**config.mk**
```make
export PLATFORM = sky130hd
export DESIGN_NAME = disk_elevator_scheduler
export DESIGN_NICKNAME = d
export VERILOG_FILES = /design/src/sv/des_pkg.sv /design/src/sv/des_ram.sv /design/src/sv/des_front.sv /design/src/sv/des_fifo.sv /design/src/sv/des_back.sv /design/src/sv/disk_elevator_scheduler.sv
export VERILOG_INCLUDE_DIRS = /design/src /design/src/sv
export SDC_FILE = /design/constraint.sdc
export NUM_CORES = 2
export LEC_CHECK = 0
export BUFFER_PORTS_ARGS = -buffer_cell sky130_fd_sc_hd__buf_2
export CAP_MARGIN = 20
export CORE_MARGIN = 5
export CORE_UTILIZATION = 34
export DETAILED_ROUTE_END_ITERATION = 10
export PLACE_DENSITY = 0.48
export SYNTH_ARGS = -nofsm -noshare
export SYNTH_HDL_FRONTEND = slang
export SYNTH_SLANG_ARGS = --single-unit
```
**constraint.sdc**
```tcl
create_clock -name clock -period 18.3 [get_ports clock]
set_clock_uncertainty 0.2 [all_clocks]
set_input_delay 3.66 -clock clock [delete_from_list [all_inputs] [get_ports clock]]
set_output_delay 3.66 -clock clock [all_outputs]
set_load 0.05 [all_outputs]
```
**src/sv/assert_macros.svh**
```systemverilog
// ---------------------------------------------------------------------------
// Assertion macros
// Shared concurrent assertion forms used by the RTL.
// ---------------------------------------------------------------------------
`ifndef ASSERT_MACROS_SVH
`define ASSERT_MACROS_SVH

// antecedent implies consequent in the same cycle, off during reset
`define ASSERT_IMPLY(lbl, clk, rst, ante, cons) \
   lbl: assert property (@(posedge clk) disable iff (rst) (ante) |-> (cons)) \
      else $error("assertion failed");

// antecedent implies consequent in the next cycle, also checked across reset
`define ASSERT_NEXT(lbl, clk, ante, cons) \
   lbl: assert property (@(posedge clk) (ante) |=> (cons)) \
      else $error("assertion failed");

`endif

```
**src/sv/des_pkg.sv**
```systemverilog
// ---------------------------------------------------------------------------
// des_pkg
// Types, constants and helpers shared by the disk elevator scheduler.
// ---------------------------------------------------------------------------
`default_nettype none

package des_pkg;

   localparam int QUEUE_CAPACITY_DEF    = 16;
   localparam int UNIT_COUNT_DEF        = 2;
   localparam int SECTORS_PER_TRACK_DEF = 16;
   localparam int MAX_TRACKS_DEF        = 1024;

   localparam int TRK_W  = 10;
   localparam int SEC_W  = 4;
   localparam int CNT_W  = 5;
   localparam int BUF_W  = 32;
   localparam int RQ_W   = 6;
   localparam int CFG_W  = 11;
   localparam int LIM_W  = 17;
   localparam int STAT_W = 3;
   localparam int SUM_W  = 7;

   localparam int MAX_BURST    = 16;
   localparam int SECTOR_SHIFT = 9;      // 512 byte sectors
   localparam logic [CFG_W-1:0] TRACKS_RESET = 11'd1024;

   localparam logic CSR_TRACKS_ZERO = 1'b0;
   localparam logic CSR_TRACKS_ONE  = 1'b1;

   typedef enum logic [STAT_W-1:0] {
      ST_OK    = 3'd0,
      ST_CMD   = 3'd1,
      ST_EMPTY = 3'd2,
      ST_FULL  = 3'd3,
      ST_BAD   = 3'd4
   } status_type;

   typedef enum logic [1:0] {
      K_ENQ,
      K_DISP,
      K_BAD
   } kind_type;

   typedef enum logic [2:0] {
      S_IDLE,
      S_SCAN,
      S_INSERT,
      S_EMIT,
      S_RESULT
   } state_type;

   typedef struct packed {
      kind_type          kind;
      logic              unit;
      logic [TRK_W-1:0]  track;
      logic [SEC_W-1:0]  first;
      logic [CNT_W-1:0]  count;
      logic [BUF_W-1:0]  buffer;
      logic [RQ_W-1:0]   requester;
      logic              is_write;
   } cmd_type;

   // request word kept in the store; the track lives in the order list
   typedef struct packed {
      logic [SEC_W-1:0]  first;
      logic [CNT_W-1:0]  count;
      logic [BUF_W-1:0]  buffer;
      logic [RQ_W-1:0]   requester;
      logic              is_write;
   } word_type;

   localparam int WORD_W = $bits(word_type);

   typedef struct packed {
      status_type        status;
      logic              unit;
      logic [TRK_W-1:0]  track;
      logic [SEC_W-1:0]  sector;
      logic [BUF_W-1:0]  buffer;
      logic [RQ_W-1:0]   requester;
      logic              write;
      logic              last;
   } rsp_type;

   function automatic logic [LIM_W-1:0] cap_limit(input logic [CFG_W-1:0] v,
                                                 input logic [LIM_W-1:0] lim);
      logic [LIM_W-1:0] w;
      w = LIM_W'(v);
      return (w > lim) ? lim : w;
   endfunction

endpackage

`default_nettype wire

```
**src/sv/des_ram.sv**
```systemverilog
// ---------------------------------------------------------------------------
// des_ram
// Generic single write port RAM with registered read.
// ---------------------------------------------------------------------------
`default_nettype none

module des_ram #(
   parameter int WIDTH = 8,
   parameter int DEPTH = 32
) (
   input  wire logic                     clock,
   input  wire logic                     wr_en,
   input  wire logic [$clog2(DEPTH)-1:0] wr_addr,
   input  wire logic [WIDTH-1:0]         wr_data,
   input  wire logic                     rd_en,
   input  wire logic [$clog2(DEPTH)-1:0] rd_addr,
   output logic      [WIDTH-1:0]         rd_data
);

   logic [WIDTH-1:0] mem_ff [DEPTH];
   logic [WIDTH-1:0] rd_data_ff;

   always_ff @(posedge clock) begin
      if (wr_en) begin
         mem_ff[wr_addr] <= wr_data;
      end
      if (rd_en) begin
         rd_data_ff <= mem_ff[rd_addr];
      end
   end

   assign rd_data = rd_data_ff;

endmodule

`default_nettype wire

```
**src/sv/des_front.sv**
```systemverilog
// ---------------------------------------------------------------------------
// des_front
// Track count registers and request classification ahead of the queue.
// ---------------------------------------------------------------------------
`default_nettype none

module des_front
   import des_pkg::*;
#(
   parameter int UNIT_COUNT        = UNIT_COUNT_DEF,
   parameter int SECTORS_PER_TRACK = SECTORS_PER_TRACK_DEF,
   parameter int MAX_TRACKS        = MAX_TRACKS_DEF
) (
   input  wire logic             clock,
   input  wire logic             reset,
   input  wire logic             csr_valid,
   input  wire logic             csr_index,
   input  wire logic [CFG_W-1:0] csr_data,
   input  wire logic             req_valid,
   output logic                  req_ready,
   input  wire logic             req_op,
   input  wire cmd_type          req_cmd,
   output logic                  push_valid,
   input  wire logic             push_ready,
   output cmd_type               push_cmd,
   output logic [LIM_W-1:0]      limit [2]
);

   logic [CFG_W-1:0] trk0_ff, trk1_ff;
   logic [LIM_W-1:0] sel_lim;
   logic [SUM_W-1:0] sec_end;
   logic             unit_ok, enq_ok;

   always_ff @(posedge clock) begin
      if (reset) begin
         trk0_ff <= TRACKS_RESET;
         trk1_ff <= TRACKS_RESET;
      end else if (csr_valid) begin
         if (csr_index == CSR_TRACKS_ZERO) begin
            trk0_ff <= csr_data;
         end
         if (csr_index == CSR_TRACKS_ONE) begin
            trk1_ff <= csr_data;
         end
      end
   end

   assign limit[0] = cap_limit(trk0_ff, LIM_W'(MAX_TRACKS));
   assign limit[1] = cap_limit(trk1_ff, LIM_W'(MAX_TRACKS));

   always_comb begin
      sel_lim = req_cmd.unit ? limit[1] : limit[0];
      unit_ok = int'(req_cmd.unit) < UNIT_COUNT;
      sec_end = SUM_W'(req_cmd.first) + SUM_W'(req_cmd.count);
      enq_ok  = (LIM_W'(req_cmd.track) < sel_lim)
             && (SUM_W'(req_cmd.first) < SUM_W'(SECTORS_PER_TRACK))
             && (req_cmd.count != '0)
             && (req_cmd.count <= CNT_W'(MAX_BURST))
             && (sec_end <= SUM_W'(SECTORS_PER_TRACK));
      push_cmd = req_cmd;
      if (!unit_ok) begin
         push_cmd.kind = K_BAD;
      end else if (req_op) begin
         push_cmd.kind = K_DISP;
      end else if (enq_ok) begin
         push_cmd.kind = K_ENQ;
      end else begin
         push_cmd.kind = K_BAD;
      end
   end

   assign push_valid = req_valid;
   assign req_ready  = push_ready;

endmodule

`default_nettype wire

```
**src/sv/des_fifo.sv**
```systemverilog
// ---------------------------------------------------------------------------
// des_fifo
// Two entry queue of classified items between front and back.
// ---------------------------------------------------------------------------
`default_nettype none

module des_fifo
   import des_pkg::*;
(
   input  wire logic    clock,
   input  wire logic    reset,
   input  wire logic    push_valid,
   output logic         push_ready,
   input  wire cmd_type push_cmd,
   output logic         pop_valid,
   input  wire logic    pop_ready,
   output cmd_type      pop_cmd
);

   cmd_type    mem_ff [2];
   logic       wptr_ff, rptr_ff;
   logic [1:0] cnt_ff;
   logic       do_push, do_pop;

   assign push_ready = (cnt_ff != 2'd2);
   assign pop_valid  = (cnt_ff != 2'd0);
   assign pop_cmd    = mem_ff[rptr_ff];
   assign do_push    = push_valid && push_ready;
   assign do_pop     = pop_valid && pop_ready;

   always_ff @(posedge clock) begin
      if (do_push) begin
         mem_ff[wptr_ff] <= push_cmd;
      end
      if (reset) begin
         wptr_ff <= 1'b0;
         rptr_ff <= 1'b0;
         cnt_ff  <= 2'd0;
      end else begin
         if (do_push) begin
            wptr_ff <= ~wptr_ff;
         end
         if (do_pop) begin
            rptr_ff <= ~rptr_ff;
         end
         cnt_ff <= cnt_ff + 2'(do_push) - 2'(do_pop);
      end
   end

endmodule

`default_nettype wire

```
**src/sv/des_back.sv**
```systemverilog
// ---------------------------------------------------------------------------
// des_back
// Sweep queues, sorted insert scan, dispatch and sector command burst.
// ---------------------------------------------------------------------------
`default_nettype none

module des_back
   import des_pkg::*;
#(
   parameter int QUEUE_CAPACITY = QUEUE_CAPACITY_DEF,
   parameter int UNIT_COUNT     = UNIT_COUNT_DEF
) (
   input  wire logic             clock,
   input  wire logic             reset,
   input  wire logic             in_valid,
   output logic                  in_ready,
   input  wire cmd_type          in_cmd,
   input  wire logic [LIM_W-1:0] limit [2],
   output logic                  out_valid,
   input  wire logic             out_ready,
   output rsp_type               out_rsp
);

   localparam int CAP   = QUEUE_CAPACITY;
   localparam int SW    = $clog2(CAP);
   localparam int NW    = $clog2(CAP + 1);
   localparam int DEPTH = UNIT_COUNT * CAP;
   localparam int AW    = $clog2(DEPTH);

   // order list per unit: positions below the fill hold queued slots in
   // sweep order, positions from the fill upward hold the free slots
   logic [TRK_W-1:0] ord_trk_ff  [UNIT_COUNT][CAP];
   logic [TRK_W-1:0] ord_trk_in  [UNIT_COUNT][CAP];
   logic [SW-1:0]    ord_slot_ff [UNIT_COUNT][CAP];
   logic [SW-1:0]    ord_slot_in [UNIT_COUNT][CAP];
   logic [NW-1:0]    ncur_ff [UNIT_COUNT], ncur_in [UNIT_COUNT];
   logic [NW-1:0]    nnext_ff [UNIT_COUNT], nnext_in [UNIT_COUNT];
   logic [TRK_W-1:0] arm_ff [UNIT_COUNT], arm_in [UNIT_COUNT];

   state_type        state_ff, state_in;
   cmd_type          cmd_ff, cmd_in;
   logic [TRK_W-1:0] trk_ff, trk_in;
   logic [NW-1:0]    idx_ff, idx_in, hi_ff, hi_in, pos_ff, pos_in;
   logic             to_cur_ff, to_cur_in;
   status_type       stat_ff, stat_in;
   logic [CNT_W-1:0] sec_ff, sec_in;
   logic             valid_ff, valid_in;
   rsp_type          rsp_ff, rsp_in;

   logic             iu, cu;
   logic [NW-1:0]    ncur, nnext, used, usedm1, cused;
   logic [SW-1:0]    free_slot;
   logic             out_free, is_last;
   logic             wr_en, rd_en;
   logic [AW-1:0]    wr_addr, rd_addr;
   word_type         wr_word, rd_word;
   logic [WORD_W-1:0] rd_data;

   des_ram #(.WIDTH(WORD_W), .DEPTH(DEPTH)) u_store (
      .clock   (clock),
      .wr_en   (wr_en),
      .wr_addr (wr_addr),
      .wr_data (wr_word),
      .rd_en   (rd_en),
      .rd_addr (rd_addr),
      .rd_data (rd_data)
   );

   assign rd_word = word_type'(rd_data);

   always_ff @(posedge clock) begin
      cmd_ff    <= cmd_in;
      trk_ff    <= trk_in;
      idx_ff    <= idx_in;
      hi_ff     <= hi_in;
      pos_ff    <= pos_in;
      to_cur_ff <= to_cur_in;
      stat_ff   <= stat_in;
      sec_ff    <= sec_in;
      rsp_ff    <= rsp_in;
      ord_trk_ff <= ord_trk_in;
      if (reset) begin
         state_ff <= S_IDLE;
         valid_ff <= 1'b0;
         for (int u = 0; u < UNIT_COUNT; u++) begin
            ncur_ff[u]  <= '0;
            nnext_ff[u] <= '0;
            arm_ff[u]   <= '0;
            for (int p = 0; p < CAP; p++) begin
               ord_slot_ff[u][p] <= SW'(p);
            end
         end
      end else begin
         state_ff    <= state_in;
         valid_ff    <= valid_in;
         ncur_ff     <= ncur_in;
         nnext_ff    <= nnext_in;
         arm_ff      <= arm_in;
         ord_slot_ff <= ord_slot_in;
      end
   end

   always_comb begin
      state_in    = state_ff;
      cmd_in      = cmd_ff;
      trk_in      = trk_ff;
      idx_in      = idx_ff;
      hi_in       = hi_ff;
      pos_in      = pos_ff;
      to_cur_in   = to_cur_ff;
      stat_in     = stat_ff;
      sec_in      = sec_ff;
      ncur_in     = ncur_ff;
      nnext_in    = nnext_ff;
      arm_in      = arm_ff;
      ord_trk_in  = ord_trk_ff;
      ord_slot_in = ord_slot_ff;
      rsp_in      = rsp_ff;
      wr_en       = 1'b0;
      rd_en       = 1'b0;
      wr_word     = '0;

      in_ready = (state_ff == S_IDLE);
      out_free = !valid_ff || out_ready;
      valid_in = valid_ff && !out_ready;

      iu     = (UNIT_COUNT == 1) ? 1'b0 : in_cmd.unit;
      cu     = (UNIT_COUNT == 1) ? 1'b0 : cmd_ff.unit;
      ncur   = ncur_ff[iu];
      nnext  = nnext_ff[iu];
      used   = ncur + nnext;
      usedm1 = used - NW'(1);
      cused  = ncur_ff[cu] + nnext_ff[cu];
      free_slot = ord_slot_ff[cu][cused[SW-1:0]];
      rd_addr = AW'(int'(iu) * CAP + int'(ord_slot_ff[iu][0]));
      wr_addr = AW'(int'(cu) * CAP + int'(free_slot));
      is_last = (sec_ff + CNT_W'(1)) == rd_word.count;

      case (state_ff)
         S_IDLE: begin
            if (in_valid) begin
               cmd_in = in_cmd;
               trk_in = in_cmd.track;
               case (in_cmd.kind)
                  K_ENQ: begin
                     if (used >= NW'(CAP)) begin
                        stat_in  = ST_FULL;
                        state_in = S_RESULT;
                     end else begin
                        to_cur_in = (ncur == '0) || (in_cmd.track > arm_ff[iu]);
                        idx_in    = to_cur_in ? '0 : ncur;
                        pos_in    = idx_in;
                        hi_in     = to_cur_in ? ncur : used;
                        state_in  = S_SCAN;
                     end
                  end
                  K_DISP: begin
                     if (used == '0) begin
                        stat_in  = ST_EMPTY;
                        state_in = S_RESULT;
                     end else begin
                        // promote the next sweep when the current one is empty
                        ncur_in[iu]  = ((ncur == '0) ? nnext : ncur) - NW'(1);
                        nnext_in[iu] = (ncur == '0) ? '0 : nnext;
                        for (int p = 0; p < CAP - 1; p++) begin
                           if (NW'(p) < usedm1) begin
                              ord_trk_in[iu][p]  = ord_trk_ff[iu][p+1];
                              ord_slot_in[iu][p] = ord_slot_ff[iu][p+1];
                           end
                        end
                        ord_trk_in[iu][usedm1[SW-1:0]]  = ord_trk_ff[iu][0];
                        ord_slot_in[iu][usedm1[SW-1:0]] = ord_slot_ff[iu][0];
                        trk_in = ord_trk_ff[iu][0];
                        rd_en  = 1'b1;
                        if (LIM_W'(ord_trk_ff[iu][0]) >= limit[in_cmd.unit]) begin
                           stat_in  = ST_BAD;
                           state_in = S_RESULT;
                        end else begin
                           arm_in[iu] = ord_trk_ff[iu][0];
                           sec_in     = '0;
                           state_in   = S_EMIT;
                        end
                     end
                  end
                  default: begin
                     stat_in  = ST_BAD;
                     state_in = S_RESULT;
                  end
               endcase
            end
         end
         S_SCAN: begin
            if (idx_ff < hi_ff) begin
               if (ord_trk_ff[cu][idx_ff[SW-1:0]] <= cmd_ff.track) begin
                  pos_in = idx_ff + NW'(1);
               end
               idx_in = idx_ff + NW'(1);
            end else begin
               state_in = S_INSERT;
            end
         end
         S_INSERT: begin
            for (int p = 1; p < CAP; p++) begin
               if ((NW'(p) > pos_ff) && (NW'(p) <= cused)) begin
                  ord_trk_in[cu][p]  = ord_trk_ff[cu][p-1];
                  ord_slot_in[cu][p] = ord_slot_ff[cu][p-1];
               end
            end
            ord_trk_in[cu][pos_ff[SW-1:0]]  = cmd_ff.track;
            ord_slot_in[cu][pos_ff[SW-1:0]] = free_slot;
            wr_en             = 1'b1;
            wr_word.first     = cmd_ff.first;
            wr_word.count     = cmd_ff.count;
            wr_word.buffer    = cmd_ff.buffer;
            wr_word.requester = cmd_ff.requester;
            wr_word.is_write  = cmd_ff.is_write;
            if (to_cur_ff) begin
               ncur_in[cu] = ncur_ff[cu] + NW'(1);
            end else begin
               nnext_in[cu] = nnext_ff[cu] + NW'(1);
            end
            stat_in  = ST_OK;
            state_in = S_RESULT;
         end
         S_EMIT: begin
            if (out_free) begin
               valid_in         = 1'b1;
               rsp_in.status    = ST_CMD;
               rsp_in.unit      = cmd_ff.unit;
               rsp_in.track     = trk_ff;
               rsp_in.sector    = rd_word.first + sec_ff[SEC_W-1:0];
               rsp_in.buffer    = rd_word.buffer + (BUF_W'(sec_ff) << SECTOR_SHIFT);
               rsp_in.requester = rd_word.requester;
               rsp_in.write     = rd_word.is_write;
               rsp_in.last      = is_last;
               sec_in           = sec_ff + CNT_W'(1);
               if (is_last) begin
                  state_in = S_IDLE;
               end
            end
         end
         S_RESULT: begin
            if (out_free) begin
               valid_in      = 1'b1;
               rsp_in        = '0;
               rsp_in.status = stat_ff;
               rsp_in.last   = 1'b1;
               state_in      = S_IDLE;
            end
         end
         default: begin
            state_in = S_IDLE;
         end
      endcase
   end

   assign out_valid = valid_ff;
   assign out_rsp   = rsp_ff;

endmodule

`default_nettype wire

```
**src/sv/disk_elevator_scheduler.sv**
```systemverilog
// ---------------------------------------------------------------------------
// disk_elevator_scheduler
// C-LOOK request scheduler for up to two disk units.
// ---------------------------------------------------------------------------
// The front classifies each request against the track count registers and
// places it in a two entry queue; the back runs it against per unit sorted
// current and next sweep lists and a request store RAM. An enqueue scans the
// sweep it is sorted into, one list entry compared per cycle, and then inserts
// the request. A dispatch emits its sector commands through the single
// output register, which back-pressure on the output can stall; status only
// results also pass through it. One item is worked on at a time in the back.
`default_nettype none

`include "assert_macros.svh"

module disk_elevator_scheduler
   import des_pkg::*;
#(
   parameter int QUEUE_CAPACITY    = QUEUE_CAPACITY_DEF,
   parameter int UNIT_COUNT        = UNIT_COUNT_DEF,
   parameter int SECTORS_PER_TRACK = SECTORS_PER_TRACK_DEF,
   parameter int MAX_TRACKS        = MAX_TRACKS_DEF
) (
   input  wire logic             clock,
   input  wire logic             reset,
   input  wire logic             csr_valid,
   output logic                  csr_ready,
   input  wire logic             csr_index,
   input  wire logic [CFG_W-1:0] csr_data,
   input  wire logic             req_tvalid,
   output logic                  req_tready,
   // disk_unit, track, first_sector, sector_count, buffer_address, requester,
   // is_write, zero fill
   input  wire logic [63:0]      req_tdata,
   // operation
   input  wire logic             req_tuser,
   output logic                  rsp_tvalid,
   input  wire logic             rsp_tready,
   // out_unit, out_track, out_sector, out_buffer, out_requester, out_write,
   // zero fill
   output logic [55:0]           rsp_tdata,
   // status
   output logic [STAT_W-1:0]     rsp_tuser,
   output logic                  rsp_tlast
);

   cmd_type          req_cmd, push_cmd, pop_cmd;
   logic             push_valid, push_ready, pop_valid, pop_ready;
   logic [LIM_W-1:0] limit [2];
   rsp_type          rsp;

   assign csr_ready = 1'b1;

   always_comb begin
      req_cmd           = '0;
      req_cmd.kind      = K_BAD;
      req_cmd.unit      = req_tdata[0];
      req_cmd.track     = req_tdata[10:1];
      req_cmd.first     = req_tdata[14:11];
      req_cmd.count     = req_tdata[19:15];
      req_cmd.buffer    = req_tdata[51:20];
      req_cmd.requester = req_tdata[57:52];
      req_cmd.is_write  = req_tdata[58];
   end

   des_front #(
      .UNIT_COUNT        (UNIT_COUNT),
      .SECTORS_PER_TRACK (SECTORS_PER_TRACK),
      .MAX_TRACKS        (MAX_TRACKS)
   ) u_front (
      .clock      (clock),
      .reset      (reset),
      .csr_valid  (csr_valid),
      .csr_index  (csr_index),
      .csr_data   (csr_data),
      .req_valid  (req_tvalid),
      .req_ready  (req_tready),
      .req_op     (req_tuser),
      .req_cmd    (req_cmd),
      .push_valid (push_valid),
      .push_ready (push_ready),
      .push_cmd   (push_cmd),
      .limit      (limit)
   );

   des_fifo u_fifo (
      .clock      (clock),
      .reset      (reset),
      .push_valid (push_valid),
      .push_ready (push_ready),
      .push_cmd   (push_cmd),
      .pop_valid  (pop_valid),
      .pop_ready  (pop_ready),
      .pop_cmd    (pop_cmd)
   );

   des_back #(
      .QUEUE_CAPACITY (QUEUE_CAPACITY),
      .UNIT_COUNT     (UNIT_COUNT)
   ) u_back (
      .clock     (clock),
      .reset     (reset),
      .in_valid  (pop_valid),
      .in_ready  (pop_ready),
      .in_cmd    (pop_cmd),
      .limit     (limit),
      .out_valid (rsp_tvalid),
      .out_ready (rsp_tready),
      .out_rsp   (rsp)
   );

   assign rsp_tdata = {2'b00, rsp.write, rsp.requester, rsp.buffer, rsp.sector,
                       rsp.track, rsp.unit};
   assign rsp_tuser = rsp.status;
   assign rsp_tlast = rsp.last;

   // anything but a sector command is a single result
   `ASSERT_IMPLY(a_status_last, clock, reset,
      rsp_tvalid && (rsp_tuser != ST_CMD), rsp_tlast)
   // sector commands stay within the track
   `ASSERT_IMPLY(a_sector_range, clock, reset,
      rsp_tvalid && (rsp_tuser == ST_CMD),
      SUM_W'(rsp_tdata[14:11]) < SUM_W'(SECTORS_PER_TRACK))
   `ASSERT_NEXT(a_reset_idle, clock, reset, !rsp_tvalid)

endmodule

`default_nettype wire
```
## After elaboration in Yosys (flattened, before gate mapping)

Memory sizes are Yosys's and may differ from the RTL's. A register that Yosys moved wholly into a read port is not among the register bits.
Cells that the tools add are included.

- Bits in registers: 669
- RAM bits: 1,658
- Output and inout port bits: 63
- Memories kept: 2

- Add/subtract/negate cells: 15
- $lt $le $gt $ge: 65
- Equal/unequal tests: 23
- Multiplexer cells: 533
- Bitwise gates (word level): 12
- Reductions and logical operators: 54

Memories:

| name | depth | width | read ports | clocked after memory_dff | wr ports | RTL line | source |
|---|---|---|---|---|---|---|---|
| u_back.u_store.mem_ff | 32 | 48 | 1 | 1 | 1 | des_ram.sv:20 | `logic [WIDTH-1:0] mem_ff [DEPTH];` |
| u_fifo.mem_ff | 2 | 61 | 1 | 1 | 1 | des_fifo.sv:20 | `cmd_type mem_ff [2];` |

Operator list:

| kind | count |
|---|---|
| 320-bit 2-to-1 mux | 108 |
| 128-bit 2-to-1 mux | 108 |
| 320-bit bitwise mux | 32 |
| 160-bit demux with 1-bit select | 32 |
| 128-bit bitwise mux | 32 |
| 64-bit demux with 1-bit select | 32 |
| 160-bit 2-to-1 mux | 9 |
| 320-bit one-hot mux with 2 select lines | 1 |
| 64-bit 2-to-1 mux | 9 |
| 150-bit 2-to-1 mux | 2 |
| 140-bit 2-to-1 mux | 2 |
| 130-bit 2-to-1 mux | 2 |
| 128-bit one-hot mux with 2 select lines | 1 |
| 120-bit 2-to-1 mux | 2 |
| 60-bit 2-to-1 mux | 4 |
| 110-bit 2-to-1 mux | 2 |
| 100-bit 2-to-1 mux | 2 |
| 10-bit 2-to-1 mux | 19 |
| 90-bit 2-to-1 mux | 2 |
| 40-bit 2-to-1 mux | 4 |
| 80-bit 2-to-1 mux | 2 |
| 5-bit 2-to-1 mux | 29 |
| 48-bit 2-to-1 mux | 3 |
| 70-bit 2-to-1 mux | 2 |
| 92 further kinds | 261 |

## Depth between registers and ports, before layout

- Depth after elaboration: 101
- Gate-level depth with buffers: 20

## Hierarchy

From an unflattened synthesis, not the netlist that was laid out.

- Cell total of the unflattened synthesis: 7,712
- Area, all modules: 108,595.4 um^2

Modules (own cells, without submodules):

| module | instances | cells an instance | area an instance (um^2) | sequential area each (um^2) |
|---|---|---|---|---|
| des_ram | 1 | 3,364 | 61,205.0 | 47,565.6 |
| des_back | 1 | 3,873 | 40,437.5 | 17,586.9 |
| des_fifo | 1 | 214 | 4,939.7 | 3,763.6 |
| des_front | 1 | 256 | 1,983.2 | 440.4 |
| disk_elevator_scheduler | 1 | 5 | 30.0 | 0.0 |

## Worst setup path before layout

Ideal clock, no wire load.

- Path type: reg-to-reg
- From: register u_back.cmd_ff, in the netlist u_back.cu
- To: memory u_back.u_store.mem_ff[15][0] (netlist name), enable pin
- Arrival time: 6.692 ns
- Data required time: 17.646 ns
- Setup slack: 10.954 ns
- Stages on the path, launching flop included: 19
- Buffers on the path: 9
- Period minus slack after synthesis: 7.346 ns
- Cell sequence: edfxtp_1 -> buf_4 -> buf_4 -> buf_4 -> buf_2 -> buf_2 -> mux2_2 -> ha_1 -> fa_1 -> buf_2 -> buf_2 -> buf_2 -> mux2i_1 -> mux2i_1 -> mux2i_1 -> nor2_1 -> clkbuf_1 -> nand2_1 -> nor2_1

- Cells in the longest elaborated chain, start to end: 10

RTL lines:

| item | RTL line | source |
|---|---|---|
| start, declared | des_back.sv:41 | `cmd_type cmd_ff, cmd_in;` |
| start signal, assigned | des_back.sv:72 | `cmd_ff <= cmd_in;` |
| 1-bit inverter with 2-bit output (not written as such) | des_back.sv:133, des_back.sv:134 |  |
| 5-bit 2-to-1 mux (not written as such) (3 in series) | des_back.sv:133 | `cused = ncur_ff[cu] + nnext_ff[cu];` |
| 5-bit adder | des_back.sv:133 |  |
| 4-bit inverter with 5-bit output (not written as such) | des_back.sv:134 | `free_slot = ord_slot_ff[cu][cused[SW-1:0]];` |
| 4-bit binary-select mux with 4-bit select | des_back.sv:134 |  |
| 4-bit 2-to-1 mux (not written as such) (2 in series) | des_back.sv:134 |  |
| 5-bit by 4-bit adder with 5-bit output (*) | des_back.sv:136 | `wr_addr = AW'(int'(cu) * CAP + int'(free_slot));` |
| end, declared | des_ram.sv:20 |  |

Mark *: on every way between the ends. The rest lies on a longest branch, timed or not. The select of a mux whose other input is x is not followed.

## Worst setup path in the final report

- From: register u_back.cmd_ff, in the netlist u_back.cu
- To: memory u_back.u_store.mem_ff[1][6] (netlist name), enable pin

The elaborated chain is that of the path after synthesis.

==> metrics.md <==
| Metric | Value |
|---|---|
| Final wirelength | 385 mm |
| CP required | 18.60 ns |
| Count leader, synth | edfxtp_1 |
| Setup CP Type | flop to flop |
| Largest net degree at the start of global routing | 137 |
| Outcome | finished, final reports clean |
| Multi-input logic area | 35000 um^2 |
| Yosys reg bits | 2376 |
| Yosys cell types | 101 |
| Reg clk slew, reported paths | 0.06 ns |
| Initial antenna violation count | 21 |
| Post-synth EDFFs | 2177 |
| Initial DRC Count | 9089 |
| Gate power share | 0.204 |
| Min-Delay Endpoint | u_back.arm_ff[12] |
| DRC | 0 |
| Final ANT Viol Nets | 0 |
| FF+latch area | 69400 um^2 |
| Minimum clock period | 7.75 ns |
| Routability cong. | 0.985 |
| DPL Wire Length | 238 mm |
| Layout cell share with drive strength beyond 1 | 0.200 |
| Crit end category | flop |
| Finished Core Util | 0.390 |
| Post-CTS setup buffer count | 0 |
| Worst hold slack | 0.280 ns |
| VDD IR max | 0.0000856 V |
| Cells after Synth | 7292 |
| Post-synth top area share | 0.613 |
| DIE WIDTH | 570 um |
| Hold-fix buffers, CTS | 0 |
| Die Y-Extent | 570 um |
| Reg2Reg Depth | 11 |
| Final net count | 7554 |
| Main synth FF type | edfxtp_1 |
| RSZ-0062 raised after global routing | no |
| TritonCTS sink count | 2376 |
| Critical path, cell by cell | mux2_2 > ha_2 > fa_1 > buf_4 > mux4_2 > mux2i_1 > mux2i_1 > mux2i_2 > nand3_1 > nor2_4 > buf_4 |
| Drt pass-1 iters | 7 |
| Leak | 39.4 nW |
| Internal | 0.0103 W |
| Switch Pwr | 0.00465 W |
| Clock Tree Root | clkbuf_16 |
| Slew at the pin with the worst max-slew slack | 1.21 ns |
| Area Overhead vs Synth | 14.1% |
| Crit-path slowest cell | nor2_4 |
| Largest stage delay on the critical path | 1.00 ns |
| Global Route Usage Sum | 0.229 |
| Post-synth top cells | 2177 x edfxtp_1, 734 x nand2_1, 516 x mux4_2 |
| Max Cap Viol | 0 |
| Core area | 312000 um^2 |
| Final setup viols | 0 |
| Seq pwr share | 0.434 |
| Yosys warning count | 0 |
| Slew HR | 0.191 |
| CTS tree | done |
| Fin crit share | 0.423 |
| CTS H-tree depth | 5 |
| Vias/cell | 6.05 |
| Longest Clk Path Bufs | 4 |
| Total power | 0.0149 W |
| Cell Area, Synth | 107000 um^2 |
| Worst hold start | u_back.arm_ff[12] |
| DR vias | 71000 |
| Routed wire per std cell | 32.8 um |
| Sw frac | 0.311 |
| Initial Util | 0.342 |
| CP max FO | 31 |
| Fin. Hold Viols | 0 |
| CTS buffer count | 276 |
| Critical Path Source Type | flop |
| Total gr overflow | 0 |
| Synth Area per Inst | 14.6 um^2 |
| FF-to-FF Start | u_back.cu |
| Clk network pwr share | 0.362 |
| Worst r2r dst | u_back.u_store.mem_ff[1][6] |
| Hold Crit Class | flop to flop |
| Min-Delay Path Depth | 2 |
| Worst skew pair latency | 0.89 ns |
| Top cell type by total area after synthesis | edfxtp_1 |
| Setup tns final | 0 ns |
| DIE AREA | 325000 um^2 |
| Synth top area cells | edfxtp_1 61%, mux4_2 11%, dfxtp_1 3.7% |
| Slew Limit Fails | 0 |
| Post-CTS resize count | 0 |
| Vias in the first global route | 70700 |
| Place WS | 10.71 ns |
| Ys async rst share | 0 |
| Data arrival, critical path | 8.05 ns |
| PD cells | 123 nW/um^2 |
| Register area share after synthesis | 0.650 |
| Setup slack, reg-to-reg | 10.55 ns |
| Boundary pin count | 145 |
| Final WS setup | 10.55 ns |
| IO Port Bufs | 136 |
| Row cnt | 205 |
| Fmax | 0.129 GHz |
| First-pass GRT wire length | 537 mm |
| Fillcell total | 29100 |
[cells by family (layout without fill, tap and decap cells)]
family                   Yosys count  in the layout  share of synthesized area
adder cells (fa/ha/maj)           80             80                    0.00974
XOR/XNOR                          59             59                    0.00530
other                              2              9                  0.0000704
buffers and inverters            692           1002                     0.0259
AND/OR/NAND/NOR                 1827           1827                     0.0766
multiplexers                     663            663                      0.124
AO/OA/AOI/OAI                   1593           1593                      0.108
flip-flops                      2376           2376                      0.650
[registers in the layout (all words and copies together), names as in the netlist, 2 cells and up, named ones only]
signal / flops
u_back.u_store.mem_ff: 1536
u_back.ord_trk_ff: 320
u_back.ord_slot_ff: 128
u_fifo.mem_ff: 122
u_back.cmd_ff: 58
u_back.out_rsp: 58
u_back.u_store.rd_data: 48
u_back.arm_ff: 20
u_front.trk0_ff: 11
u_front.trk1_ff: 11
u_back.ncur_ff: 10
u_back.nnext_ff: 10
u_back.trk_ff: 10
u_back.hi_ff: 5
u_back.idx_ff: 5
u_back.pos_ff: 5
u_back.sec_ff: 5
u_back.stat_ff: 3
u_back.state_ff: 3
u_fifo.cnt_ff: 2
[routing by layer]
metal,global-route usage,vias to the layer above,wire length [um]
li1,-,29500,-
met1,0.303,37000,155000
met2,0.379,3652,185000
met3,0.0413,801,30300
met4,0.0777,18,14000
met5,0,-,112
[how the worst max path moves through the flow]
stage / endpoint / from / depth (start not counted)
floorplan: u_back.u_store.mem_ff[15][0] / u_back.cu / 18
global placement: u_back.u_store.mem_ff[1][6] / u_back.cu / 11
detailed placement: u_back.u_store.mem_ff[1][6] / u_back.cu / 11
CTS: u_back.u_store.mem_ff[1][15] / u_back.cu / 11
global route: u_back.u_store.mem_ff[1][6] / u_back.cu / 11
finish: u_back.u_store.mem_ff[1][6] / u_back.cu / 11
[stage by stage]
stage          std cells  cell area [um^2]
6_report           11700            122000
5_1_grt            11700            122000
3_5_place_dp       11200            113000
4_1_cts            11700            121000
2_1_floorplan       7293            107000
3_3_place_gp       11200            113000
[worst max-delay path: cells and delay by family, from the launching register on]
family / cells / cell delay [ns]
muxes: 5 / 2.29
DFF: 1 / 0.82
and+or+nand+nor: 2 / 1.83
buffers and inverters: 2 / 1.33
adders and majority gates: 2 / 0.76
[power groups by stage]
stage | sequential, W | clock, W | combinational [W]
final | 0.00648 | 0.00541 | 0.00305
after global routing | 0.00649 | 0.00573 | 0.00318
after CTS | 0.00648 | 0.00551 | 0.00299
after detailed placement | 0.00659 | 0 | 0.00297
after global placement | 0.00659 | 0 | 0.00295
after floorplan | 0.00661 | 0 | 0.00172
[layout by cell type, fill, tap and decap left out, types with 21 or more instances in the layout]
master / synthesis / final
buf_4: 13 / 240
nor2_1: 375 / 336
mux2i_1: 50 / 47
edfxtp_1: 2177 / 2177
or3_1: 35 / 35
a31oi_1: 67 / 66
ha_1: 75 / 74
nand3_1: 384 / 384
a222oi_1: 21 / 21
xor2_1: 31 / 29
buf_2: 71 / 136
a32oi_1: 50 / 50
nand4_1: 27 / 27
a22oi_1: 340 / 340
and3_1: 33 / 32
o31ai_1: 39 / 39
o21ai_0: 195 / 192
o22ai_1: 94 / 94
mux4_2: 516 / 516
a21oi_1: 251 / 247
clkbuf_16: 0 / 284
clkinv_1: 1 / 50
nor3_1: 40 / 40
clkbuf_1: 435 / 68
mux2_2: 95 / 95
dfxtp_1: 199 / 198
nor2_4: 0 / 35
and2_1: 120 / 119
inv_1: 105 / 104
nand2_1: 734 / 728
clkinv_2: 0 / 34
xnor2_1: 24 / 24
a21o_1: 25 / 25
a221oi_1: 285 / 285
[cell type report]
type / instances / share of cell area
inverters: 107 / 0.00338
clock inverters: 131 / 0.0107
flip-flops and latches: 2376 / 0.570
diodes: 6 / 0.000123
well taps: 4140 / 0.0425
multi-input cells: 4225 / 0.288
repair buffers: 406 / 0.0250
clock buffers: 358 / 0.0608
Note: power is estimated with default switching activity, not from simulation.
